### config.mk
export PLATFORM = sky130hd
export DESIGN_NAME = qph_ram
export DESIGN_NICKNAME = d
export VERILOG_FILES = /design/src/sv/qph_ram.sv
export SDC_FILE = /design/constraint.sdc
export NUM_CORES = 1
export LEC_CHECK = 0
export CAP_MARGIN = 15
export CORE_AREA = 2 2 116 118
export DETAILED_ROUTE_END_ITERATION = 8
export DIE_AREA = 0 0 118 120
export DONT_BUFFER_PORTS = 1
export PLACE_DENSITY = 0.53
export RECOVER_POWER = 50
export SLEW_MARGIN = 40
export SYNTH_ARGS = -nofsm -noshare
export SYNTH_HDL_FRONTEND = slang
export SYNTH_SLANG_ARGS = --single-unit
### constraint.sdc
create_clock -name clk -period 2.5 [get_ports clk]
set_input_delay 0.25 -clock clk [delete_from_list [all_inputs] [get_ports clk]]
set_output_delay 0.25 -clock clk [all_outputs]
set_load 0.005 [all_outputs]
### src/sv/qph_ram.sv
`timescale 1ns / 1ps
// ----------------------------------------------------------------------------
// qph_ram: generic single-port-write, single-port-read RAM
// One write and one registered read per cycle.
// ----------------------------------------------------------------------------
module qph_ram #(
	parameter int WIDTH = 8,
	parameter int DEPTH = 16
) (
	input  logic                                     clk,
	input  logic                                     we,
	input  logic [((DEPTH > 1) ? $clog2(DEPTH) : 1)-1:0] waddr,
	input  logic [WIDTH-1:0]                         wdata,
	input  logic [((DEPTH > 1) ? $clog2(DEPTH) : 1)-1:0] raddr,
	output logic [WIDTH-1:0]                         rdata
);

	logic [WIDTH-1:0] mem_q [DEPTH];
	logic [WIDTH-1:0] rdata_q;

	always_ff @(posedge clk) begin
		if (we) begin
			mem_q[waddr] <= wdata;
		end
		rdata_q <= mem_q[raddr];
	end

	assign rdata = rdata_q;

endmodule

# [Word-level counts from Yosys, hierarchy flattened]
# Memories as Yosys holds them, arrays and structs flattened. A register that Yosys moved wholly into a read port is not among the register bits.
# Index checks and enable logic that the tools add are counted.
# Widths: inputs -> output; s select.
[word_totals] n_memories=1 word_cells=3 mem_bits_rw=128 inputBits=18 register_bits=0 out_inout_bits=8
[memory_table] memory="mem_q" depth=16 word_bits=8 read_ports=1 rd_clocked_by_memory_dff=1 wr=1 line_no="18" rtl="logic [WIDTH-1:0] mem_q [DEPTH];"
[op_classes] muxes=2
[ops] cell="$mux 1" n=2

# [Logic depth before layout (Yosys ltp)]
# Gate-level depths: netlist of run 1.
[logic_depth] ltp_word=2 depth_mapped=5 ltp_nobuf=3

# [Worst setup path after synthesis of run 1]
# Ideal clock, no wire load.
[synth_path] path_type="in2reg" startpoint="in waddr[2] (netlist name)" endpoint="mem mem_q[0][0] (enable)" setup_time_ns=0.383 n_path_buf=0 path_stages=2 arrival_ns=1.360 required_ns=2.117 setup_slack_ns=0.757 path_cell_list="or3b_2 nor3_1"
[synth_lines] element="start: declaration" line_no="12" rtl="input logic [((DEPTH > 1) ? $clog2(DEPTH) : 1)-1:0] waddr,"
[synth_lines] element="end: declaration" line_no="18"
# Straight into the memory's write port.

==> flow_summary.toml, run 1 <==
[status]
outcome = "completed"

[clock_network]
cts_resized = 0
cts_buffers = 17
cts_hold_buf = 8
cts_tree = "yes"
insertion_delay_ns = 0.41
htreeDepth = 4
postCtsSetupRepairBufs = 0
clock-sinks = 136
clk_pin_slew_ns = 0.06
cts-root-buf = "clkbuf_16"
clk_path_buf_depth = 2

[cells_and_area]
nNetsFinal = 274
layout-drive-gt1-share_pct = 16.7
multi_input_area_sq_um = 1060
seqCellArea_sq_um = 4000
area_growth_pct = 15.5
final_area_sq_um = 5940
fin_util_pct = 45.8
fillerInstances = 1106

[grt]
track_usage_pct = 15.9
grt_pass1_vias = 2382
grt_antenna_before_repair = 2
grt_pass1_wl_microns = 15500
grt_overflow_total = 0
grt_start_max_net_pins = 33

[synthesis]
async_reset_ff_share_pct = 0
synth_area_leaders = "edfxtp_1 75%, mux4_2 7.9%, mux4_1 7.1%"
ys_ff_latch = 136
syn_inst = 229
synth_compound_area_share_pct = 2.33
synth_edf_count = 128
synthAdderAreaFrac_pct = 0
synth_top_family_by_area = "multiplexers"
ys_seq_area_share_pct = 77.8
avgSynthCellArea_sq_um = 22.5
synth_cell_type_count = 19
yosysMostFrequentCell = "edfxtp_1"
muxShareOfSynthArea_pct = 15.0
yosysTopAreaCellShare_pct = 74.7
syn_nets = 247
syn-cell-area_sq_um = 5150
synth_area_leader_cell = "edfxtp_1"
yosysWarnings = 0
synth-main-ff-cell = "edfxtp_1"
synthXorXnorAreaFrac_pct = 0
synth-simple-area-share_pct = 3.18
ys_top_cells_by_count = "128 x edfxtp_1, 18 x mux4_2, 16 x a22oi_1"

[timing]
fin_skew_ns = 0.00853
rsz0062_at_grt = "no"
period_minus_slack_ns = 1.47
setup_viol = 0
slew_violations = 0
period_share_pct = 58.9
finalHoldViolCount = 0
fin_tns_setup_ns = 0
tightest_slew_ns = 0.823
maxSlewHeadroom_pct = 44.9
max_freq_ghz = 0.679

[worst_setup_path]
cp-start-kind = "flip-flop"
crit_path_start = "mem_q[1][5]"
cp-end-kind = "flip-flop"
path_cells = "mux4_1 > a22oi_1 > nand2_1"
crit_slowest_cell = "mux4_1"
max_stage_delay_ns = 0.56
crit_required_ns = 2.79
timing.rr.start = "mem_q[1][5]"
setup.worst_path.class = "flip-flop to flip-flop"
arrival_ns = 1.77
path_max_fanout = 1

[die]
die_h_microns = 120
ios = 26
start_util_pct = 39.7
die_area_sq_um = 14200
coreArea_sq_um = 13000
num_rows = 42
die_w_microns = 118

[place]
port_buffers = 0
hpwl_microns = 6220
placed_cell_area_sq_um = 5360
gp_congestion = 0.712

[drt]
drtPass1Iterations = 5
wl_microns = 10400
num_vias = 2304
avgRoutedWirePerCell_microns = 23.2
antenna_left = 0
viasPerCell = 5.15
drc = 0
drtIter0Drc = 162

[flow_run]
cap_violations = 0

[min_path]
hp-start = "raddr[1]"
hp-class = "input port to flip-flop"

[power]
p_per_area_nw_per_um2 = 838
finalPower_mw = 4.98
vdd_drop_max_mv = 0.466
power.leakage_nw = 1.91
==> per-stage QoR <==
step / worst slack (ns) / instances / hold WS, ns
6_report: 1.03 / 447 / 0.152
5_1_grt: 0.977 / 447 / 0.163
4_1_cts: 1.02 / 445 / 0.140
3_5_place_dp: 0.958 / 405 / 0.350
3_3_place_gp: 0.956 / 405 / 0.350
2_1_floorplan: 0.757 / 229 / 0.349
==> power breakdown <==
group	internal, mW	total, mW	leakage, nW	switching, mW
combinational	0.0819	0.180	0.419	0.0983
sequential	2.55	2.57	1.22	0.0197
clock	1.39	2.23	0.265	0.833
==> flip-flops by register name (all words and copies together), names as in the netlist <==
signal	cells
rdata	8
mem_q	128
==> worst paths after layout <==
| kind | endpoint | slack, ns | depth (start not counted) |
|---|---|---|---|
| setup / recovery | rdata[5] | 1.03 | 3 |
| hold / removal | rdata[5] | 0.15 | 3 |
| setup reg to reg | rdata[5] | 1.03 | 3 |
| hold reg to reg | rdata[1] | 0.68 | 3 |
==> layout make-up <==
type	count	area share [%]
clock inverter	3	0.253
clock buffer	29	8.76
antenna	2	0.0842
timing repair buffer	18	2.04
tap	176	3.71
multi-input combinational	83	17.8
sequential	136	67.4
==> cells by family (layout without fill, tap and decap cells) <==
family / after synthesis / count (layout)
flip-flops: 136 / 136
AND/OR/NAND/NOR: 35 / 35
multiplexers: 32 / 32
AO/OA/AOI/OAI: 16 / 16
buffers and inverters: 10 / 50
other: 0 / 2
==> routing by layer <==
metal	vias up	track usage, %	routed length [microns]
li1	1032	-	-
met1	1193	22.4	5030
met2	66	22.0	4520
met3	13	6.23	643
met4	0	6.55	163
met5	-	0	0
==> critical path, delay by kind of cell, from the launching register on <==
kind | cells | cell delay (ns)
multiplexers | 1 | 0.56
flip-flops | 1 | 0.34
AO/OA/AOI/OAI | 1 | 0.36
AND/OR/NAND/NOR | 1 | 0.10
==> placed cells by master, fill, tap and decap left out, drive strengths merged <==
master and count:
edfxtp 128, a22oi 16, or3b 1, and2b 1
nor2 13, clkbuf 38, nor3 4, nand3b 2
nand2b 2, nand2 9, dfxtp 8, nand3 1
clkinv 3, diode 2, buf 1, dlygate4sd3 8
nor2b 1, mux4 32, and2 1
Power figures use the tool's default switching activity.
==> run 2, diff against run 1 <==
--- a/config.mk
+++ b/config.mk
@@ -5,12 +5,13 @@
 export SDC_FILE = /design/constraint.sdc
 export NUM_CORES = 1
 export LEC_CHECK = 0
+export ABC_AREA = 1
 export CAP_MARGIN = 15
-export CORE_AREA = 2 2 116 118
+export CORE_AREA = 2 2 122 124
 export DETAILED_ROUTE_END_ITERATION = 8
-export DIE_AREA = 0 0 118 120
+export DIE_AREA = 0 0 124 126
 export DONT_BUFFER_PORTS = 1
-export PLACE_DENSITY = 0.53
+export PLACE_DENSITY = 0.54
 export RECOVER_POWER = 50
 export SLEW_MARGIN = 40
 export SYNTH_ARGS = -nofsm -noshare
==> constraint.sdc (replaced) <==
create_clock -name clk -period 1.4 [get_ports clk]
set_input_delay 0.14 -clock clk [delete_from_list [all_inputs] [get_ports clk]]
set_output_delay 0.14 -clock clk [all_outputs]
set_load 0.005 [all_outputs]
==> run 2 against run 1 <==
Against the previous run: the flow now finishes with violations (negative hold slack); core utilization grew 0.91 points; clock power is 110% higher; via count increased by 63%; cell count grew 73%; synthesized cell count increased by 140%; clock skew decreased by 0.0032 ns; critical endpoint is now mem_q[12][6]; largest power group is now clock.
==> flow_summary.toml, run 2 <==
[timing]
rsz0062_at_grt = "no"
slew_violations = 0
finalHoldViolCount = 1
maxSlewHeadroom_pct = 32.5
max_freq_ghz = 0.936
setup_viol = 0
worst_slack_ns = 0.331
tightest_slew_ns = 1.01
fin_tns_setup_ns = 0
fin_skew_ns = 0.00529
hold_ws_ns = -0.00127
period_share_pct = 76.3
period_minus_slack_ns = 1.07

[min_path]
hp-start = "raddr[2]"
hp-class = "input port to flip-flop"

[clock_network]
cts-root-buf = "clkbuf_16"
htreeDepth = 4
clock-sinks = 136
clk_path_buf_depth = 2
cts_buffers = 17
clk_pin_slew_ns = 0.06
cts_resized = 0
insertion_delay_ns = 0.42
cts_tree = "yes"

[drt]
antenna_left = 0
drtIter0Drc = 260
avgRoutedWirePerCell_microns = 17.2
wl_microns = 13300
num_vias = 3752
drtPass1Iterations = 5
viasPerCell = 4.85
drc = 0

[cells_and_area]
final_area_sq_um = 6680
diodes = 0
area_growth_pct = 15.9
fillerInstances = 1348
regMostFlops = "mem_q"
layout-drive-gt1-share_pct = 6.61
final_cell_mix = "173 x nand2_1, 128 x edfxtp_1, 100 x inv_1"
largest_register_ffs = 128
instances_no_fill = 774
final_common_cell = "nand2_1"
nNetsFinal = 595

[die]
die_area_sq_um = 15600
die_h_microns = 126
num_rows = 44
start_util_pct = 40.3
ios = 26
coreArea_sq_um = 14300
die_w_microns = 124

[power]
internal_power_mw = 7.71
p_seq_share_pct = 47.4
power.leakage_nw = 2.82
combPwrFrac_pct = 4.9
p_clk_share_pct = 47.8
p_per_area_nw_per_um2 = 1450
swShare_pct = 20.5
finalPower_mw = 9.70
switchingPower_mw = 1.99
vdd_drop_max_mv = 0.984

[grt]
grt_pass1_vias = 3709
grt_start_max_net_pins = 66
track_usage_pct = 18.5
grt_antenna_before_repair = 0
grt_pass1_wl_microns = 20300
grt_overflow_total = 0

[synthesis]
avgSynthCellArea_sq_um = 10.5
synth_area_leader_cell = "edfxtp_1"
synth_cell_type_count = 12
ys_ff_latch = 136
syn-cell-area_sq_um = 5770
synth_area_leaders = "edfxtp_1 67%, nand2_1 11%, nand3_1 8.4%"
yosysTopAreaCellShare_pct = 66.7
async_reset_ff_share_pct = 0
ys_seq_area_share_pct = 69.4
synth-main-ff-cell = "edfxtp_1"
yosysWarnings = 0
syn_nets = 569
ys_top_cells_by_count = "173 x nand2_1, 128 x edfxtp_1, 100 x inv_1"
syn_inst = 551
yosysMostFrequentCell = "nand2_1"
synth_edf_count = 128

[worst_setup_path]
arrival_ns = 1.18
timing.rr.start = "mem_q[10][2]"
crit_path_start = "wdata[6]"
cp-start-kind = "input port"
crit_required_ns = 1.51
path_cells = "dlygate4sd3_1"
path_buf_inv = 1
max_stage_delay_ns = 1.04
crit_family = "buffers and inverters"
path_max_fanout = 16
setup.worst_path.class = "input port to flip-flop"
crit_slowest_cell = "dlygate4sd3_1"
cp-end-kind = "flip-flop"

[place]
hpwl_microns = 8190
gp_congestion = 0.813
post-place-ws_ns = 0.265
port_buffers = 0
placed_cell_area_sq_um = 6020
place_inst = 731

[status]
violations = "negative hold slack"
outcome = "complete, but fails checks"

[flow_run]
cap_violations = 0
==> run 2: logic make-up (layout without fill, tap and decap cells) <==
| family | Yosys count | after routing | synth area share [%] |
|---|---|---|---|
| and+or+nand+nor | 289 | 289 | 21.0 |
| DFF | 136 | 136 | 69.4 |
| buffers and inverters | 126 | 165 | 9.52 |
==> run 2: worst paths after layout <==
path                                endpoint  slack (ns)  cells after the start
worst max-delay path            mem_q[12][6]        0.33                      1
worst min-delay path                rdata[4]      -0.001                      3
worst max register to register      rdata[2]        0.38                      6
worst min register to register      rdata[7]        0.70                      6
==> run 2: what timing repair did <==
item / in CTS / in global routing
buffers inserted: 0 / 0
hold endpoints to repair: 136 / 0
hold buffers: 11 / 0
==> run 2: metrics by stage <==
step / utilization, % / hold WS [ns]
final: 46.7 / -0.00127
after global routing: 46.7 / 0.0222
after CTS: 47.1 / 0.00391
after detailed placement: 42.0 / 0.240
after global placement: 42.0 / 0.240
after floorplan: - / 0.239
==> run 2: area by class of cell <==
| cell class | count | area (sq um) | area share, % |
|---|---|---|---|
| inverters | 102 | 383 | 5.73 |
| well taps | 184 | 230 | 3.44 |
| flip-flops and latches | 136 | 4000 | 59.9 |
| clock buffers | 18 | 439 | 6.57 |
| repair buffers | 31 | 235 | 3.52 |
| multi-input cells | 289 | 1210 | 18.2 |
| clock inverters | 14 | 179 | 2.68 |
==> run 2: metal layers <==
layer	global-route usage, %	vias to the layer above	share of wire [%]
met4	7.20	0	2.4
met2	30.0	106	50
met3	5.43	20	7.6
met5	0	-	0
li1	-	1829	-
met1	23.2	1797	40
==> run 2: power groups by stage <==
stage | Clock, mW | Sequential [mW] | Combinational [mW]
2_1_floorplan | 0 | 4.66 | 0.321
3_3_place_gp | 0 | 4.68 | 0.376
3_5_place_dp | 0 | 4.68 | 0.380
4_1_cts | 4.71 | 4.59 | 0.487
5_1_grt | 4.90 | 4.60 | 0.526
6_report | 4.63 | 4.59 | 0.471
