[src/sv/qph_pkg.sv]
`timescale 1ns / 1ps
// ----------------------------------------------------------------------------
// qph_pkg: shared types and constants
// Widths, state encoding and small helpers for the quadratic probe hash table.
// ----------------------------------------------------------------------------
package qph_pkg;

	localparam int TABLE_DEPTH = 1024;
	localparam int KEY_BITS    = 16;
	localparam int SIZE_W      = 11;
	localparam int PROBE_W     = 11;
	localparam int ADDR_W      = (TABLE_DEPTH > 1) ? $clog2(TABLE_DEPTH) : 1;
	localparam int SUM_W       = ADDR_W + 1;
	localparam int CMP_W       = (SIZE_W > SUM_W) ? SIZE_W : SUM_W;
	localparam int WORD_W      = KEY_BITS + 1;
	localparam int KCNT_W      = (KEY_BITS > 1) ? $clog2(KEY_BITS) : 1;

	localparam logic [SIZE_W-1:0] SIZE_RESET = SIZE_W'(1024);
	localparam logic [SIZE_W-1:0] SIZE_MAX   = SIZE_W'(TABLE_DEPTH);

	// operation codes on the kind input
	localparam logic KIND_INSERT = 1'b0;
	localparam logic KIND_SEARCH = 1'b1;

	typedef enum logic [4:0] {
		S_CLEAR = 5'b00001,
		S_IDLE  = 5'b00010,
		S_MOD   = 5'b00100,
		S_READ  = 5'b01000,
		S_CHECK = 5'b10000
	} state_t;

	// first step between probe 0 and probe 1: (3 + 5) mod m
	function automatic logic [ADDR_W-1:0] eight_mod(input logic [SIZE_W-1:0] m);
		logic [3:0] r;
		begin
			case (m) inside
				SIZE_W'(1), SIZE_W'(2), SIZE_W'(4), SIZE_W'(8): r = 4'd0;
				SIZE_W'(3), SIZE_W'(6): r = 4'd2;
				SIZE_W'(5): r = 4'd3;
				SIZE_W'(7): r = 4'd1;
				default: r = 4'd8;
			endcase
			eight_mod = ADDR_W'(r);
		end
	endfunction

	// growth of the step per probe: (2 * 5) mod m
	function automatic logic [ADDR_W-1:0] ten_mod(input logic [SIZE_W-1:0] m);
		logic [3:0] r;
		begin
			case (m) inside
				SIZE_W'(1), SIZE_W'(2), SIZE_W'(5), SIZE_W'(10): r = 4'd0;
				SIZE_W'(3), SIZE_W'(9): r = 4'd1;
				SIZE_W'(4), SIZE_W'(8): r = 4'd2;
				SIZE_W'(6): r = 4'd4;
				SIZE_W'(7): r = 4'd3;
				default: r = 4'd10;
			endcase
			ten_mod = ADDR_W'(r);
		end
	endfunction

endpackage

[src/sv/qph_step.sv]
`timescale 1ns / 1ps
// ----------------------------------------------------------------------------
// qph_step: probe slot stepper
// Walks h(i) = key + 3i + 5i^2 mod m by second differences, all mod m.
// ----------------------------------------------------------------------------
module qph_step
	import qph_pkg::*;
(
	input  logic              clk,
	input  logic              load,
	input  logic              step,
	input  logic [ADDR_W-1:0] h_init,
	input  logic [SIZE_W-1:0] m,
	output logic [ADDR_W-1:0] h
);

	logic [ADDR_W-1:0] h_q;
	logic [ADDR_W-1:0] d_q;
	logic [ADDR_W-1:0] ten_q;
	logic [SUM_W-1:0]  h_sum;
	logic [SUM_W-1:0]  d_sum;
	logic [ADDR_W-1:0] h_next;
	logic [ADDR_W-1:0] d_next;

	// both operands are below m, so one conditional subtract wraps the sum
	always_comb begin
		h_sum = SUM_W'(h_q) + SUM_W'(d_q);
		d_sum = SUM_W'(d_q) + SUM_W'(ten_q);
		if (CMP_W'(h_sum) >= CMP_W'(m)) begin
			h_next = ADDR_W'(CMP_W'(h_sum) - CMP_W'(m));
		end else begin
			h_next = h_sum[ADDR_W-1:0];
		end
		if (CMP_W'(d_sum) >= CMP_W'(m)) begin
			d_next = ADDR_W'(CMP_W'(d_sum) - CMP_W'(m));
		end else begin
			d_next = d_sum[ADDR_W-1:0];
		end
	end

	always_ff @(posedge clk) begin
		if (load) begin
			h_q   <= h_init;
			d_q   <= eight_mod(m);
			ten_q <= ten_mod(m);
		end else if (step) begin
			h_q <= h_next;
			d_q <= d_next;
		end
	end

	assign h = h_q;

endmodule

[config.mk]
export PLATFORM = sky130hd
export DESIGN_NAME = qph_step
export DESIGN_NICKNAME = d
export VERILOG_FILES = /design/src/sv/qph_pkg.sv /design/src/sv/qph_step.sv
export SDC_FILE = /design/constraint.sdc
export NUM_CORES = 1
export LEC_CHECK = 0
export ABC_AREA = 1
export BUFFER_PORTS_ARGS = -buffer_cell sky130_fd_sc_hd__buf_2
export CORE_MARGIN = 3
export CORE_UTILIZATION = 65
export CTS_BUF_LIST = sky130_fd_sc_hd__clkbuf_4
export DETAILED_ROUTE_END_ITERATION = 10
export GPL_TIMING_DRIVEN = 0
export PLACE_DENSITY = 0.95
export SLEW_MARGIN = 0
export SYNTH_ARGS = -nofsm -noshare
export SYNTH_HDL_FRONTEND = slang
export SYNTH_SLANG_ARGS = --single-unit
[constraint.sdc]
create_clock -name clk -period 4.15 [get_ports clk]
set_input_delay 0.83 -clock clk [delete_from_list [all_inputs] [get_ports clk]]
set_output_delay 0.83 -clock clk [all_outputs]
set_load 0.05 [all_outputs]
# Word level (Yosys, flattened, before mapping)
# Index checks and enable logic that the tools add are counted.
totals:
  mem_bits_rw: 0
  output_inout_bits: 10
  wordCells: 46
  latchBits: 0
  inputBits: 24
  reg_bits: 24
  mem_count: 0
  mem_bits_ro: 0
op_classes:
  eq_ne: 10
  n_mul: 0
  bitwise_logic: 0
  n_div: 0
  reduce_logical: 9
  n_addsub: 4
  n_lt_le_gt_ge: 2
  muxes: 14
  shift: 0
op_table:
  columns: ["operator", "count"]
  rows:
  - ["$eq A11 B3 Y1 const B", 4]
  - ["$mux W10", 4]
  - ["$eq A11 B4 Y1 const B", 3]
  - ["$mux W4", 7]
  - ["$eq A11 B2 Y1 const B", 2]
  - ["$ge A11 B11 Y1", 2]
  - ["$sub A10 B10 Y10", 2]
  - ["$add A10 B10 Y11", 1]
  - ["$add A10 B4 Y11", 1]
  - ["$eq A11 B1 Y1 const B", 1]
  - ["$reduce_or A9 Y1", 1]
  - ["$reduce_or A4 Y1", 2]
  - ["$reduce_or A8 Y1", 1]
  - ["$reduce_or A2 Y1", 3]
  - ["$reduce_or A6 Y1", 1]
  - ["$mux W3", 1]
  - ["$mux W2", 1]
  - ["$reduce_bool A2 Y1", 1]
  - ["$mux W1", 1]

# Longest topological paths before layout
depth:
  word_depth: 6
  ltp_mapped: 22

# Worst setup path after synthesis
# OpenSTA, ideal clock, no wires.
synth_path:
  path_kind: "register to register"
  from: "reg h_q[0], in the netlist h[0]"
  to: "reg h_q[7], in the netlist h[7] (data pin)"
  required_time_ns: 3.897
  path_slack_ns: 0.915
  n_path_buf: 1
  setup_time_ns: 0.253
  stages_incl_launch_ff: 22
  arrival_time_ns: 2.982
  period_less_slack_ns: 3.235
  path_cell_list: "edfxtp_1 > ha_1 > inv_1 > fa_1 > o21ai_2 > nand3_1 > nand2_1 > nand2_1 > a21oi_1 > or2_1 > ha_1 > nand2_1 > inv_1 > nand2_1 > inv_1 > nand2_2 > nand3_2 > nor2_2 > buf_6 > nand2_1 > nand3_1 > nand2_1"
synth_via:
  elab_chain_cells: 5
  elab_cells_between_ends: 6
synth_rtl:
  columns: ["item", "line_no", "rtl"]
  rows:
  - ["from (decl)", "qph_step.sv:17", "logic [ADDR_W-1:0] h_q;"]
  - ["from (signal assigned)", "qph_step.sv:43", "h_q <= h_init;"]
  - ["from (signal assigned)", "qph_step.sv:47", "h_q <= h_next;"]
  - ["$add A10 B10 Y11 *", "qph_step.sv:27", "h_sum = SUM_W'(h_q) + SUM_W'(d_q);"]
  - ["$sub A10 B10 Y10 or $ge A11 B11 Y1 (tied branches)", "qph_step.sv:30, qph_step.sv:29", null]
  - ["$mux W10 *", "qph_step.sv:29", "if (CMP_W'(h_sum) >= CMP_W'(m)) begin"]
  - ["$mux W10 *", "qph_step.sv:46", "end else if (step) begin"]
  - ["$mux W10 *", "qph_step.sv:42", "if (load) begin"]
# Mark *: on every way between the ends. The rest lies on a longest branch, timed or not. The select of a mux whose other input is x is not followed.
# A chain may end at the register's enable or synchronous reset.

# Worst setup path in the final report
layout_path:
  from: "reg d_q[0]"
  to: "reg h_q[9], in the netlist h[9] (data pin)"
layout_via:
  elab_chain_cells: 5
  elab_cells_between_ends: 6
layout_rtl:
  columns: ["item", "line_no", "rtl"]
  rows:
  - ["from (decl)", "qph_step.sv:18", "logic [ADDR_W-1:0] d_q;"]
  - ["from (signal assigned)", "qph_step.sv:44", "d_q <= eight_mod(m);"]
  - ["from (signal assigned)", "qph_step.sv:48", "d_q <= d_next;"]
  - ["$add A10 B10 Y11 *", "qph_step.sv:27", null]
  - ["$sub A10 B10 Y10 or $ge A11 B11 Y1 (tied branches)", "qph_step.sv:30, qph_step.sv:29", null]
  - ["$mux W10 *", "qph_step.sv:29", null]
  - ["$mux W10 *", "qph_step.sv:46", null]
  - ["$mux W10 *", "qph_step.sv:42", null]
# Marked as above.

==> results.yml <==
power_and_ir_drop:
  p_comb_share_pct: 74.9
  power_switching_mw: 1.21
  power.leakage_nw: 2.17
  p_clk_share_pct: 8.4
  power_density_nw_per_um2: 604
  intPower_mw: 0.999
  switching_share_pct: 54.7
  pwr-share-seq_pct: 16.7
  ir_drop_v: 0.000525
critical_path:
  r2r_slack_ps: 750
  cp-end-kind: "flop"
  r2r_cells: 20
  worstSetupEndpoint: "h[9]$_DFFE_PP_"
  arrival_ps: 3520
  crit_path_max_fanout: 9
  rr_startpoint: "d_q[0]$_DFFE_PP_"
  critical_path_class: "reg -> reg"
  r2r-end: "h[9]$_DFFE_PP_"
  startpoint: "d_q[0]$_DFFE_PP_"
  cp.required_ps: 4270
  startpoint_type: "flop"
clock_network:
  ctsHoldBuffers: 0
  cts_tree: "done"
  cts.repair.resized: 0
  post-cts-setup-buffers: 0
  cts_buffers: 3
  root_buffer: "clkbuf_4"
  clk_path_buf_depth: 2
  clkSinkCount: 24
  htree_levels: 1
  clk_latency_ps: 340
  path_clk_slew_ps: 150
sta:
  fmax_ghz: 0.294
  fin_skew_ps: 2.11
  slew_violations: 0
  final.setup.tns_ps: 0
  fin_crit_ps: 3400
  setup_viol: 0
  finalCritPeriodShare_pct: 81.9
  worst_slew_margin_rel_pct: 59.7
  hold_violations: 0
  rsz0062_at_grt: "false"
  max_slew.worst_pin.slew_ps: 605
floorplanning:
  die_y_um: 77.8
  die_w_um: 77.8
  std_cell_rows: 25
  die_area_um2: 6050
  io_pins: 34
  initial_core_util_pct: 69.1
  core_area_um2: 4850
place:
  placedCellCount: 640
  hpwl_um: 7450
  io_buffers: 33
  gp_congestion: 0.961
logic_synthesis:
  async_flop_share_pct: 0
  yosysSeqAreaShare_pct: 19.7
  syn_area_per_cell_um2: 6.21
  synth_area_leaders: "nand2_1 (22%), edfxtp_1 (16%), ha_1 (13%)"
  synthesis.area_um2: 3350
  ys_seq_elements: 24
  synth.distinct_cells: 37
  synth_cells: 540
  synth-edff-count: 18
  synthFlopType: "edfxtp_1"
  synth_top_area_share_pct: 22.2
  yosysWarnings: 0
  syn-num-nets: 604
  synth_top_cell_by_area: "nand2_1"
route:
  first_pass_iters: 6
  viasPerCell: 5.60
  drt-wirelength-per-cell_um: 13.9
  drtIter0Drc: 303
  wl_um: 8970
  drc: 0
  route.vias.total: 3607
  ant_nets: 0
grt:
  grt_max_degree: 15
  grtUsageTotal_pct: 30.8
  grt_pass1_vias: 3437
  antenna_found_initial: 0
  grt_pass1_wl_um: 15100
  grt_overflow_total: 0
final_layout:
  stdcell_count: 644
  fin_nets: 642
  drive_gt1_share_pct: 11.4
  area_growth_pct: 9.00
  antennaDiodeCount: 0
job:
  drv_cap: 0
worst_hold_path:
  hold_path.class: "reg -> reg"
run_status:
  status: "completed"
[how the worst min path moves through the flow]
| stage | start | end | slack [ps] | cells past startpoint |
|---|---|---|---|---|
| after floorplan | d_q[8]$_SDFFE_PP0P_ | d_q[8]$_SDFFE_PP0P_ | 450 | 2 |
| after global placement | d_q[8]$_SDFFE_PP0P_ | d_q[8]$_SDFFE_PP0P_ | 470 | 2 |
| after detailed placement | d_q[8]$_SDFFE_PP0P_ | d_q[8]$_SDFFE_PP0P_ | 470 | 2 |
| after CTS | d_q[8]$_SDFFE_PP0P_ | d_q[8]$_SDFFE_PP0P_ | 490 | 2 |
| after global routing | d_q[8]$_SDFFE_PP0P_ | d_q[8]$_SDFFE_PP0P_ | 530 | 2 |
| final | d_q[8]$_SDFFE_PP0P_ | d_q[8]$_SDFFE_PP0P_ | 490 | 2 |
[registers in the layout, indices dropped and copies added, names as in the netlist]
register	count
d_q	10
h	10
ten_q	4
[synth_stat cells (2+ instances only)]
cell type	number
o21ai_0	3
ha_1	36
dfxtp_1	6
nand3b_1	3
nor3b_1	2
fa_1	4
inv_2	3
o21ai_2	2
o21a_1	2
nand3_1	65
nand3_2	5
nor2_1	27
o31ai_1	2
a21oi_1	16
xor2_1	3
nand2_1	198
o21bai_1	3
a21oi_2	2
edfxtp_1	18
nor3_1	4
inv_1	97
nand4_1	5
nand2_2	7
nor2_2	4
xnor2_1	11
[power by group through the flow]
stage / combinational [mW] / sequential, mW / clock (mW)
2_1_floorplan: 1.17 / 0.491 / 0
3_3_place_gp: 1.56 / 0.371 / 0
3_5_place_dp: 1.62 / 0.373 / 0
4_1_cts: 1.63 / 0.367 / 0.181
5_1_grt: 1.84 / 0.373 / 0.193
6_report: 1.65 / 0.368 / 0.184
[critical path, stage by stage (launching register included)]
cell and delay [ps]:
edfxtp_1 430, ha_1 240, inv_1 70, fa_1 430
o21ai_2 250, nand3_1 130, nand2_1 80, nand2_1 60
a21oi_1 130, or2_1 130, ha_1 250, nand2_1 80
inv_1 60, nand2_1 110, inv_1 60, nand2_2 90
nand4_2 260, nand3_1 160, nand2_1 60, nand2_1 50
nand2_1 50
[cell usage in the layout (no fill, tap or decap), types with 2 or more instances in the layout]
cell / n
nand2_1: 198
inv_1: 97
nand3_1: 65
ha_1: 36
buf_2: 33
nor2_1: 27
edfxtp_1: 18
a21oi_1: 16
xnor2_1: 11
nand2_2: 7
dfxtp_1: 6
nand4_1: 5
nand3_2: 5
nor3_1: 4
nor2_2: 4
fa_1: 4
o21bai_1: 3
nand3b_1: 3
o21ai_0: 3
xor2_1: 3
inv_2: 3
clkbuf_4: 3
o21ai_2: 2
a21oi_2: 2
o21a_1: 2
o31ai_1: 2
nor3b_1: 2
[final cells by class]
cell class                 instances  area, µm²
multi-input combinational        413       2290
fill                             385       1200
sequential                        24        661
inverter                         100        375
timing repair buffer              33        165
tap                               67       83.8
clock inverter                     1       30.0
clock buffer                       3       22.5
buffer                             3       22.5
[stage by stage]
| step | util, % | cell area (µm²) | setup slack [ps] | total power [mW] | hold WS (ps) |
|---|---|---|---|---|---|
| 5_1_grt | 75.3 | 3650 | 586 | 2.40 | 532 |
| 2_1_floorplan | - | 3350 | 915 | 1.66 | 448 |
| 3_5_place_dp | 74.2 | 3600 | 846 | 1.99 | 466 |
| 3_3_place_gp | 74.2 | 3600 | 911 | 1.93 | 466 |
| 4_1_cts | 75.3 | 3650 | 809 | 2.18 | 486 |
| 6_report | 75.3 | 3650 | 753 | 2.21 | 489 |
[layer usage]
layer / track usage [%] / vias up / share of wire, %
met5: 0 / - / 0
met4: 11.9 / 0 / 3.0
met3: 3.83 / 27 / 8.0
met2: 52.4 / 164 / 47
met1: 39.3 / 1629 / 42
li1: - / 1787 / -
[logic make-up after synthesis]
| family | share of synthesized area [%] |
|---|---|
| AO/OA/AOI/OAI | 6.39 |
| adder cells (fa/ha/maj) | 15.8 |
| buffers and inverters | 11.9 |
| flip-flops | 19.7 |
| AND/OR/NAND/NOR | 42.5 |
| XOR/XNOR | 3.66 |
(Power assumes the default switching activity.)
