==> src/sv/qph_pkg.sv <==
`timescale 1ns / 1ps
// ----------------------------------------------------------------------------
// qph_pkg: shared types and constants
// Widths, state encoding and small helpers for the quadratic probe hash table.
// ----------------------------------------------------------------------------
package qph_pkg;

	localparam int TABLE_DEPTH = 1024;
	localparam int KEY_BITS    = 16;
	localparam int SIZE_W      = 11;
	localparam int PROBE_W     = 11;
	localparam int ADDR_W      = (TABLE_DEPTH > 1) ? $clog2(TABLE_DEPTH) : 1;
	localparam int SUM_W       = ADDR_W + 1;
	localparam int CMP_W       = (SIZE_W > SUM_W) ? SIZE_W : SUM_W;
	localparam int WORD_W      = KEY_BITS + 1;
	localparam int KCNT_W      = (KEY_BITS > 1) ? $clog2(KEY_BITS) : 1;

	localparam logic [SIZE_W-1:0] SIZE_RESET = SIZE_W'(1024);
	localparam logic [SIZE_W-1:0] SIZE_MAX   = SIZE_W'(TABLE_DEPTH);

	// operation codes on the kind input
	localparam logic KIND_INSERT = 1'b0;
	localparam logic KIND_SEARCH = 1'b1;

	typedef enum logic [4:0] {
		S_CLEAR = 5'b00001,
		S_IDLE  = 5'b00010,
		S_MOD   = 5'b00100,
		S_READ  = 5'b01000,
		S_CHECK = 5'b10000
	} state_t;

	// first step between probe 0 and probe 1: (3 + 5) mod m
	function automatic logic [ADDR_W-1:0] eight_mod(input logic [SIZE_W-1:0] m);
		logic [3:0] r;
		begin
			case (m) inside
				SIZE_W'(1), SIZE_W'(2), SIZE_W'(4), SIZE_W'(8): r = 4'd0;
				SIZE_W'(3), SIZE_W'(6): r = 4'd2;
				SIZE_W'(5): r = 4'd3;
				SIZE_W'(7): r = 4'd1;
				default: r = 4'd8;
			endcase
			eight_mod = ADDR_W'(r);
		end
	endfunction

	// growth of the step per probe: (2 * 5) mod m
	function automatic logic [ADDR_W-1:0] ten_mod(input logic [SIZE_W-1:0] m);
		logic [3:0] r;
		begin
			case (m) inside
				SIZE_W'(1), SIZE_W'(2), SIZE_W'(5), SIZE_W'(10): r = 4'd0;
				SIZE_W'(3), SIZE_W'(9): r = 4'd1;
				SIZE_W'(4), SIZE_W'(8): r = 4'd2;
				SIZE_W'(6): r = 4'd4;
				SIZE_W'(7): r = 4'd3;
				default: r = 4'd10;
			endcase
			ten_mod = ADDR_W'(r);
		end
	endfunction

endpackage

==> src/sv/qph_rem.sv <==
`timescale 1ns / 1ps
// ----------------------------------------------------------------------------
// qph_rem: bit-serial remainder unit
// Restoring reduction of key mod m, one key bit per cycle, MSB first.
// ----------------------------------------------------------------------------
module qph_rem
	import qph_pkg::*;
(
	input  logic                clk,
	input  logic                arst_n,
	input  logic                load,
	input  logic [KEY_BITS-1:0] key,
	input  logic [SIZE_W-1:0]   m,
	output logic                done,
	output logic [ADDR_W-1:0]   rem
);

	logic                run_q;
	logic                done_q;
	logic [KCNT_W-1:0]   cnt_q;
	logic [KEY_BITS-1:0] sh_q;
	logic [ADDR_W-1:0]   rem_q;
	logic [SUM_W-1:0]    trial;
	logic [ADDR_W-1:0]   rem_next;

	// shift in next key bit, subtract m once if it fits
	always_comb begin
		trial = {rem_q, sh_q[KEY_BITS-1]};
		if (CMP_W'(trial) >= CMP_W'(m)) begin
			rem_next = ADDR_W'(CMP_W'(trial) - CMP_W'(m));
		end else begin
			rem_next = trial[ADDR_W-1:0];
		end
	end

	always_ff @(posedge clk or negedge arst_n) begin
		if (!arst_n) begin
			run_q  <= 1'b0;
			done_q <= 1'b0;
			cnt_q  <= '0;
		end else begin
			done_q <= 1'b0;
			if (load) begin
				run_q <= 1'b1;
				cnt_q <= '0;
			end else if (run_q) begin
				cnt_q <= cnt_q + 1'b1;
				if (cnt_q == KCNT_W'(KEY_BITS - 1)) begin
					run_q  <= 1'b0;
					done_q <= 1'b1;
				end
			end
		end
	end

	always_ff @(posedge clk) begin
		if (load) begin
			sh_q  <= key;
			rem_q <= '0;
		end else if (run_q) begin
			sh_q  <= {sh_q[KEY_BITS-2:0], 1'b0};
			rem_q <= rem_next;
		end
	end

	assign done = done_q;
	assign rem  = rem_q;

endmodule

==> config.mk <==
export PLATFORM = sky130hd
export DESIGN_NAME = qph_rem
export DESIGN_NICKNAME = d
export VERILOG_FILES = /design/src/sv/qph_pkg.sv /design/src/sv/qph_rem.sv
export SDC_FILE = /design/constraint.sdc
export NUM_CORES = 1
export LEC_CHECK = 0
export BUFFER_PORTS_ARGS = -buffer_cell sky130_fd_sc_hd__buf_2
export CAP_MARGIN = 20
export CORE_MARGIN = 3
export CORE_UTILIZATION = 32
export CTS_BUF_LIST = sky130_fd_sc_hd__clkbuf_8
export CTS_CLUSTER_SIZE = 10
export DETAILED_ROUTE_END_ITERATION = 12
export SLEW_MARGIN = 30
export SYNTH_ARGS = -nofsm -noshare
export SYNTH_HDL_FRONTEND = slang
export SYNTH_SLANG_ARGS = --single-unit
==> constraint.sdc <==
create_clock -name clk -period 2 [get_ports clk]
set_input_delay 0 -clock clk [delete_from_list [all_inputs] [get_ports clk]]
set_output_delay 0 -clock clk [all_outputs]
set_load 0.03 [all_outputs]
# Word-level counts from Yosys, hierarchy flattened
# Index checks and enable logic that the tools add are counted.
# W data, S select, Z words.
dict set report word_totals {
  ff_bits 32
  input_bits 30
  out_inout_bits 11
}
dict set report op_classes {
  n_addsub 2
  n_lt_le_gt_ge 1
  eq_ne 1
  mux 11
  reduce_logical 1
}
# operator count
set ops {}
lappend ops {{$mux W16} 2}
lappend ops {{$ge A11 B11 Y1} 1}
lappend ops {{$mux W10} 1}
lappend ops {{$sub A10 B10 Y10} 1}
lappend ops {{$mux W4} 2}
lappend ops {{$mux W1} 6}
lappend ops {{$add A4 B1 Y4 const B} 1}
lappend ops {{$eq A4 B4 Y1 const B} 1}
lappend ops {{$reduce_bool A2 Y1} 1}

# Logic depth before layout (Yosys ltp)
# Gate-level depths: netlist of the first run.
dict set report depth {
  ltp_word 4
  depth_mapped 10
  depth_no_buf 10
}

# Worst setup path after synthesis of the first run
# OpenSTA, ideal clock, no wires.
dict set report synth_timing {
  kind {register -> register}
  start {reg rem_q[7] (netlist: rem[7])}
  end {reg rem_q[0] (netlist: rem[0])}
  t_arrival_ps 2333
  t_required_ps 1921
  path_slack_ps -412
  path_stages_with_launch 9
  n_path_buf 1
  synth_period_minus_slack_ps 2412
  path_cell_list {dfxtp_1 > ha_1 > a21o_1 > a21o_1 > a211o_1 > o21bai_1 > buf_6 > mux2_4 > a211oi_2}
}
dict set report synth_between {
  elab_chain_len 2
}
# item line
set synth_rtl {}
lappend synth_rtl {{start, declared} qph_rem.sv:22} ;# logic [ADDR_W-1:0] rem_q;
lappend synth_rtl {{start signal, assigned} qph_rem.sv:62} ;# rem_q <= rem_next;
lappend synth_rtl {{$ge A11 B11 Y1} qph_rem.sv:29} ;# if (CMP_W'(trial) >= CMP_W'(m)) begin
lappend synth_rtl {{$mux W10} qph_rem.sv:29}
# Every way passes these cells.
# A chain may end at the register's enable or synchronous reset.

# Worst setup path after layout of the first run
dict set report layout_timing {
  start {reg sh_q[15]}
  end {reg rem_q[6] (netlist: rem[6])}
}
dict set report layout_between {
  elab_chain_len 2
  word_cells_on_any_way 3
}
# item line
set layout_rtl {}
lappend layout_rtl {{start, declared} qph_rem.sv:21} ;# logic [KEY_BITS-1:0] sh_q;
lappend layout_rtl {{start signal, assigned} qph_rem.sv:58} ;# sh_q <= key;
lappend layout_rtl {{start signal, assigned} qph_rem.sv:61} ;# sh_q <= {sh_q[KEY_BITS-2:0], 1'b0};
lappend layout_rtl {{$sub A10 B10 Y10 / $ge A11 B11 Y1 (equally long branches)} {qph_rem.sv:30, qph_rem.sv:29}}
lappend layout_rtl {{$mux W10 (*)} qph_rem.sv:29}
# Mark *: on every way between the ends. The rest lies on a longest branch, timed or not.

==> results of run 1 <==
==> cell usage in the layout, fill, tap and decap left out, drive strengths merged, types with 2 or more instances in the layout <==
| cell type | Yosys | final |
|---|---|---|
| edfxtp | 16 | 16 |
| dlygate4sd3 | 0 | 2 |
| nor2b | 2 | 2 |
| dfxtp | 10 | 10 |
| nor2 | 19 | 19 |
| nand2b | 3 | 3 |
| dfrtp | 6 | 6 |
| xnor2 | 5 | 5 |
| a21o | 3 | 3 |
| mux2 | 16 | 16 |
| nand4 | 3 | 3 |
| nand3 | 4 | 4 |
| a211oi | 10 | 10 |
| o21ai | 4 | 4 |
| xor2 | 5 | 5 |
| o21bai | 2 | 2 |
| clkbuf | 6 | 5 |
| inv | 13 | 13 |
| nor3 | 3 | 3 |
| a21oi | 4 | 4 |
| ha | 12 | 12 |
| mux2i | 9 | 9 |
| buf | 1 | 74 |
| nand2 | 8 | 8 |
==> report_power, final <==
group | switching [mW] | internal (mW)
combinational | 0.136 | 0.159
sequential | 0.0167 | 0.736
clock | 0.260 | 0.369
==> repair_timing <==
| item | CTS | global route |
|---|---|---|
| hold endpoints to repair | 7 | 0 |
| gates resized for setup | 9 | 9 |
| buffers inserted | 3 | 4 |
| hold buffers | 2 | 0 |
| pin swaps | 15 | 9 |
| endpoints found under the setup margin | 6 | 9 |
==> sequential cells by signal (all words and copies together), names as in the netlist <==
| register | flops |
|---|---|
| cnt_q | 4 |
| done | 1 |
| rem | 10 |
| run_q | 1 |
| sh_q | 16 |
==> through the flow <==
step,hold slack [ns],power (mW)
6_report,0.008940,1.676
5_1_grt,0.0002981,1.766
4_1_cts,0.001308,1.685
3_5_place_dp,-0.1656,1.026
3_3_place_gp,-0.1640,1.024
2_1_floorplan,-0.2956,0.9303
==> area by class of cell <==
cell class | instances | area share (%)
Clock inverter | 3 | 1.618
Inverter | 13 | 1.855
Multi-Input combinational cell | 122 | 39.87
Timing Repair Buffer | 76 | 18.51
Tap cell | 72 | 3.425
Sequential cell | 32 | 32.11
Clock buffer | 5 | 2.617
==> metal layers <==
| layer | up-vias | share of wire (%) |
|---|---|---|
| met4 | 0 | 2.1 |
| met2 | 35 | 48 |
| met1 | 695 | 44 |
| met3 | 10 | 5.7 |
| li1 | 775 | - |
| met5 | - | 0 |
==> cells by family (layout without fill, tap and decap cells) <==
group | Yosys count | count (layout) | synth area share [%]
mux | 25 | 25 | 14.74
flops | 32 | 32 | 44.68
fa+ha+maj | 13 | 13 | 9.152
compound gates | 28 | 28 | 10.70
buf+inv | 20 | 97 | 4.441
xor+xnor | 10 | 10 | 4.710
simple gates | 46 | 46 | 11.58
==> final timing paths <==
check	endpoint	slack [ns]	depth (start not counted)
hold reg to reg	sh_q[4]$_DFFE_PP_	0.55	1
hold / removal	sh_q[7]$_DFFE_PP_	0.009	2
setup reg to reg	rem[6]$_SDFFE_PP0P_	-0.06	10
max in group asynchronous	run_q$_DFF_PN0_	1.79	2
min in group asynchronous	cnt_q[1]$_DFFE_PN0P_	0.06	2
setup / recovery	rem[6]$_SDFFE_PP0P_	-0.06	10
==> impl_results.md, run 1 <==
- First-pass GRT wire length: 6996 µm
- Worst Path Required: 2.20 ns
- Met2 usage: 22.20%
- Sequential fraction of the synthesis area: 44.68%
- Layout cells sized above 1: 50.20%
- Top-count cell post-synth: nor2_1
- Total CTS buffers: 5
- FF+latch count, synth: 32
- I/O Buffers: 40
- Post-Syn Instances: 174
- Hold Crit Class: input port to register
- Mean post-synth cell area: 10.69 µm²
- Slowest-stage cell, CP: edfxtp_1
- Family with the most delay on the worst path: compound AO/OA/AOI/OAI gates
- GR Util met1: 16.73%
- Crit path DAT: 2.27 ns
- GRT busiest layer: met2
- Total gr overflow: 0
- Power Density: 637.2 nW/µm²
- # IOs: 41
- CP startpoint kind: register
- Max Cap Viol: 0
- VDD IR-drop max: 0.4084 mV
- Initial antenna violation count: 0
- Vias per cell: 4.690
- Launching point of the worst reg2reg path: sh_q[15]$_DFFE_PP_
- Leakage: 1.205 nW
- Asr flop ratio synth: 18.75%
- CP Class: register to register
- Avg WL per Cell: 12.74 µm
- DRT Pass-1 Iters: 4
- Final nets: 293
- Row count: 27
- CP cell instances: inv_2 -> ha_4 -> inv_2 -> fa_2 -> a211oi_4 -> o21bai_1 -> a21oi_1 -> xnor2_1 -> mux2i_1 -> a211oi_1
- Distinct cells, synth: 36
- Most used cell, CP: inv_2
- Syn nets: 217
- CTS tree: yes
- Longest Clk Path Bufs: 2
- Synth area leader: edfxtp_1
- Unrepaired setup endpoints after global routing: true
- Routing usage on met3: 3.796%
- Fin. Hold Viols: 0
- Core area: 5574 µm²
- CP max FO: 3
- List of most frequent post-synthesis cells: 19 x nor2_1, 16 x edfxtp_1, 15 x mux2_2
- Drt total wl: 4115 µm
- Final instance area: 2630 µm²
- Hold Startpoint: key[7]
- Worst stage delay on the critical path: 0.38 ns
- Total clock sinks: 32
- Worst-Margin Slew: 0.4624 ns
- Top_reg_cell synth: edfxtp_1
- Setup violators final: 2
- H-tree depth: 2
- Die W: 82.23 µm
- Syn. warnings: 0
- Yosys top cell area share: 25.84%
- Final WS setup: -0.06286 ns
- DP HPWL: 3007 µm
- DRC viols: 0
- CP startpoint: sh_q[15]$_DFFE_PP_
- Skew final: 0.005239 ns
- Fillers: 540
- Final ANT Viol Nets: 0
- DP Area: 2365 µm²
- Total Neg Setup Slack: -0.07213 ns
- Post-route minimum period: 2.063 ns
- GP Congestion: 0.7799
- Total track usage: 13.66%
- Achievable clock frequency: 0.4848 GHz
- CP bufs+invs: 2
- CTS Root Cell: clkbuf_8
- Status: finished, violations left
- Initial Util: 33.36%
- Period utilisation layout: 103.1%
- CP Capture Type: register
- Area Growth Syn to Fin: 41.45%
- Die height: 82.23 µm
- Vias in the first global route: 1520
- Worst slew margin: 69.17%
- Multi-input gate area: 1049 µm²
- Final Non-Filler Cells: 323
- Full die area: 6761 µm²
- First DRT Iteration DRCs: 48
- Inst Count DP: 306
- Diodes inserted: 0
- Clk slew on worst S/H paths: 0.07 ns
- Synth top area cells: edfxtp_1 26%, dfxtp_1 11%, mux2_2 9.1%
- Max Transition Viols Final: 0
- Final core area utilization: 47.18%
- Storage element area: 844.6 µm²
- Pre-CTS setup slack: -0.1169 ns
- Failing checks: negative setup slack
- Clock latency on the worst-skew pair: 0.29 ns
- Largest net degree at the start of global routing: 24
- Post-synth EDFFs: 16
- Detailed-route via count: 1515
- Cell area after synthesis: 1859 µm²
No activity file was read; power rests on OpenSTA's default activity.
==> run 2: changes to the inputs <==
PLACE_DENSITY = 0.62   (was default)
==> run 2 against run 1 <==
The flow still finishes with violations (negative setup slack). Critical path depth rose by 1. Core utilization rose by 0.49 points. Sequential cell count did not move. Clock power fell by 0.6%. Via count rose by 0.40%. Register-to-register slack got worse by 0.06 ns. Highest routed layer unchanged.
==> impl_results.md, run 2 (synthesis results as in run 1) <==
- Status: finished, violations left
- Failing checks: negative setup slack
- Hold Startpoint: key[2]
- Fin. Hold Viols: 0
- Vias in the first global route: 1573
- GP Congestion: 0.8585
- Max Transition Viols Final: 0
- Final nets: 296
- Most common cell after layout, fill and taps aside: buf_2
- Worst stage delay on the critical path: 0.38 ns
- Crit path DAT: 2.32 ns
- I/O Buffers: 40
- Worst slew margin: 71.73%
- Full die area: 6761 µm²
- Period utilisation layout: 106.3%
- CP max FO: 3
- CP Capture Type: register
- H-tree depth: 2
- Post-route minimum period: 2.126 ns
- Biggest register: sh_q
- Gate power share: 18.1%
- VDD IR-drop max: 0.4191 mV
- Achievable clock frequency: 0.4703 GHz
- Skew final: 0.005805 ns
- Psw: 0.4108 mW
- Total power draw: 1.683 mW
- Diodes inserted: 0
- Vias per cell: 4.666
- Fillers: 529
- Avg WL per Cell: 12.95 µm
- Row count: 27
- First DRT Iteration DRCs: 26
- CTS tree: yes
- Slowest-stage cell, CP: edfxtp_1
- Setup violators final: 3
- Total clock sinks: 32
- Layout cells sized above 1: 49.21%
- Launching point of the worst reg2reg path: sh_q[15]$_DFFE_PP_
- Worst-Margin Slew: 0.4240 ns
- Most frequent cells in the layout: 40 x buf_2, 31 x buf_4, 18 x nor2_1, 16 x edfxtp_1, 15 x mux2_2
- R2R setup slack: -0.13 ns
- Hold Path Sink: sh_q[2]$_DFFE_PP_
- CP cell instances: inv_2 -> ha_4 -> inv_2 -> fa_2 -> a211oi_4 -> buf_4 -> nor3_2 -> nor3_2 -> xnor2_1 -> mux2i_1 -> a211oi_1
- DP HPWL: 3067 µm
- Die height: 82.23 µm
- Reg power frac: 44.7%
- CP startpoint kind: register
- Final core area utilization: 47.68%
- Worst Path Required: 2.20 ns
- Die W: 82.23 µm
- Sw Ratio: 24.41%
- Hold Crit Class: input port to register
- Worst Reg-to-Reg Cells: 11
- Largest net degree at the start of global routing: 23
- Pre-CTS setup slack: -0.09922 ns
- Drt total wl: 4221 µm
- DRC viols: 0
- CP Class: register to register
- Total gr overflow: 0
- CTS Root Cell: clkbuf_8
- Total track usage: 13.72%
- Total Neg Setup Slack: -0.2335 ns
- Area Growth Syn to Fin: 42.93%
- Max Cap Viol: 0
- Int Pwr: 1.272 mW
- Power Density: 633.2 nW/µm²
- Initial Util: 33.36%
- Hold path depth: 2
- Initial antenna violation count: 0
- Clk slew on worst S/H paths: 0.07 ns
- Longest Clk Path Bufs: 2
- Max reg flops: 16
- Core area: 5574 µm²
- Total CTS buffers: 5
- Reg2reg end: rem[8]$_SDFFE_PP0P_
- Leakage: 1.218 nW
- Final WS setup: -0.1261 ns
- Clock latency on the worst-skew pair: 0.29 ns
- DRT Pass-1 Iters: 4
- Detailed-route via count: 1521
- First-pass GRT wire length: 7058 µm
- Final ANT Viol Nets: 0
- Clock share of power: 37.2%
- Unrepaired setup endpoints after global routing: true
- # IOs: 41
run 2: worst max-delay path by stage:
stage	to	start	cells after the start
finish	rem[8]$_SDFFE_PP0P_	sh_q[15]$_DFFE_PP_	11
CTS	rem[8]$_SDFFE_PP0P_	sh_q[15]$_DFFE_PP_	10
detailed placement	rem[8]$_SDFFE_PP0P_	sh_q[15]$_DFFE_PP_	10
floorplan	rem[0]$_SDFFE_PP0P_	rem[7]$_SDFFE_PP0P_	8
global route	rem[8]$_SDFFE_PP0P_	sh_q[15]$_DFFE_PP_	11
global placement	rem[6]$_SDFFE_PP0P_	sh_q[15]$_DFFE_PP_	10
run 2: power groups by stage:
stage | sequential [mW] | combinational [mW] | clock (mW)
after floorplan | 0.776 | 0.154 | 0
after global placement | 0.766 | 0.256 | 0
after detailed placement | 0.767 | 0.260 | 0
after CTS | 0.753 | 0.278 | 0.650
after global routing | 0.759 | 0.337 | 0.683
final | 0.753 | 0.304 | 0.625
run 2: timing repair:
item / CTS / global route
hold buffers: 4 / 2
setup endpoints to repair: 5 / 10
setup buffers: 1 / 6
pin swaps: 11 / 14
hold endpoints to repair: 9 / 2
resized for setup: 5 / 9
run 2: layer usage:
metal	global-route usage, %	vias to the layer above	routed length, µm
met1	16.06	705	1927
met4	3.322	0	21
met5	0	-	0
met3	5.857	3	237
li1	-	778	-
met2	23.08	35	2034
run 2: critical path: cells and delay by family (launching register included):
kind,cells,cell delay [ns]
fa+ha+maj,2,0.49
mux,1,0.09
compound gates,2,0.51
flops,1,0.38
xor+xnor,1,0.14
buf+inv,3,0.28
simple gates,2,0.16
run 2: final cells by class:
cell class | count | area [µm²] | area share (%)
clock buffer | 5 | 68.82 | 2.589
sequential | 32 | 844.6 | 31.78
tap | 72 | 90.09 | 3.390
inverter | 13 | 48.80 | 1.836
timing repair buffer | 79 | 524.3 | 19.73
multi-input combinational | 122 | 1039 | 39.08
clock inverter | 3 | 42.54 | 1.601
run 2: stage by stage:
step           instance area, µm²  hold slack [ns]  std cells
6_report                     2658         0.009965        326
5_1_grt                      2658        0.0005245        326
4_1_cts                      2561        0.0003317        318
3_5_place_dp                 2370          -0.1723        305
3_3_place_gp                 2370          -0.1702        305
2_1_floorplan                1906          -0.2956        174
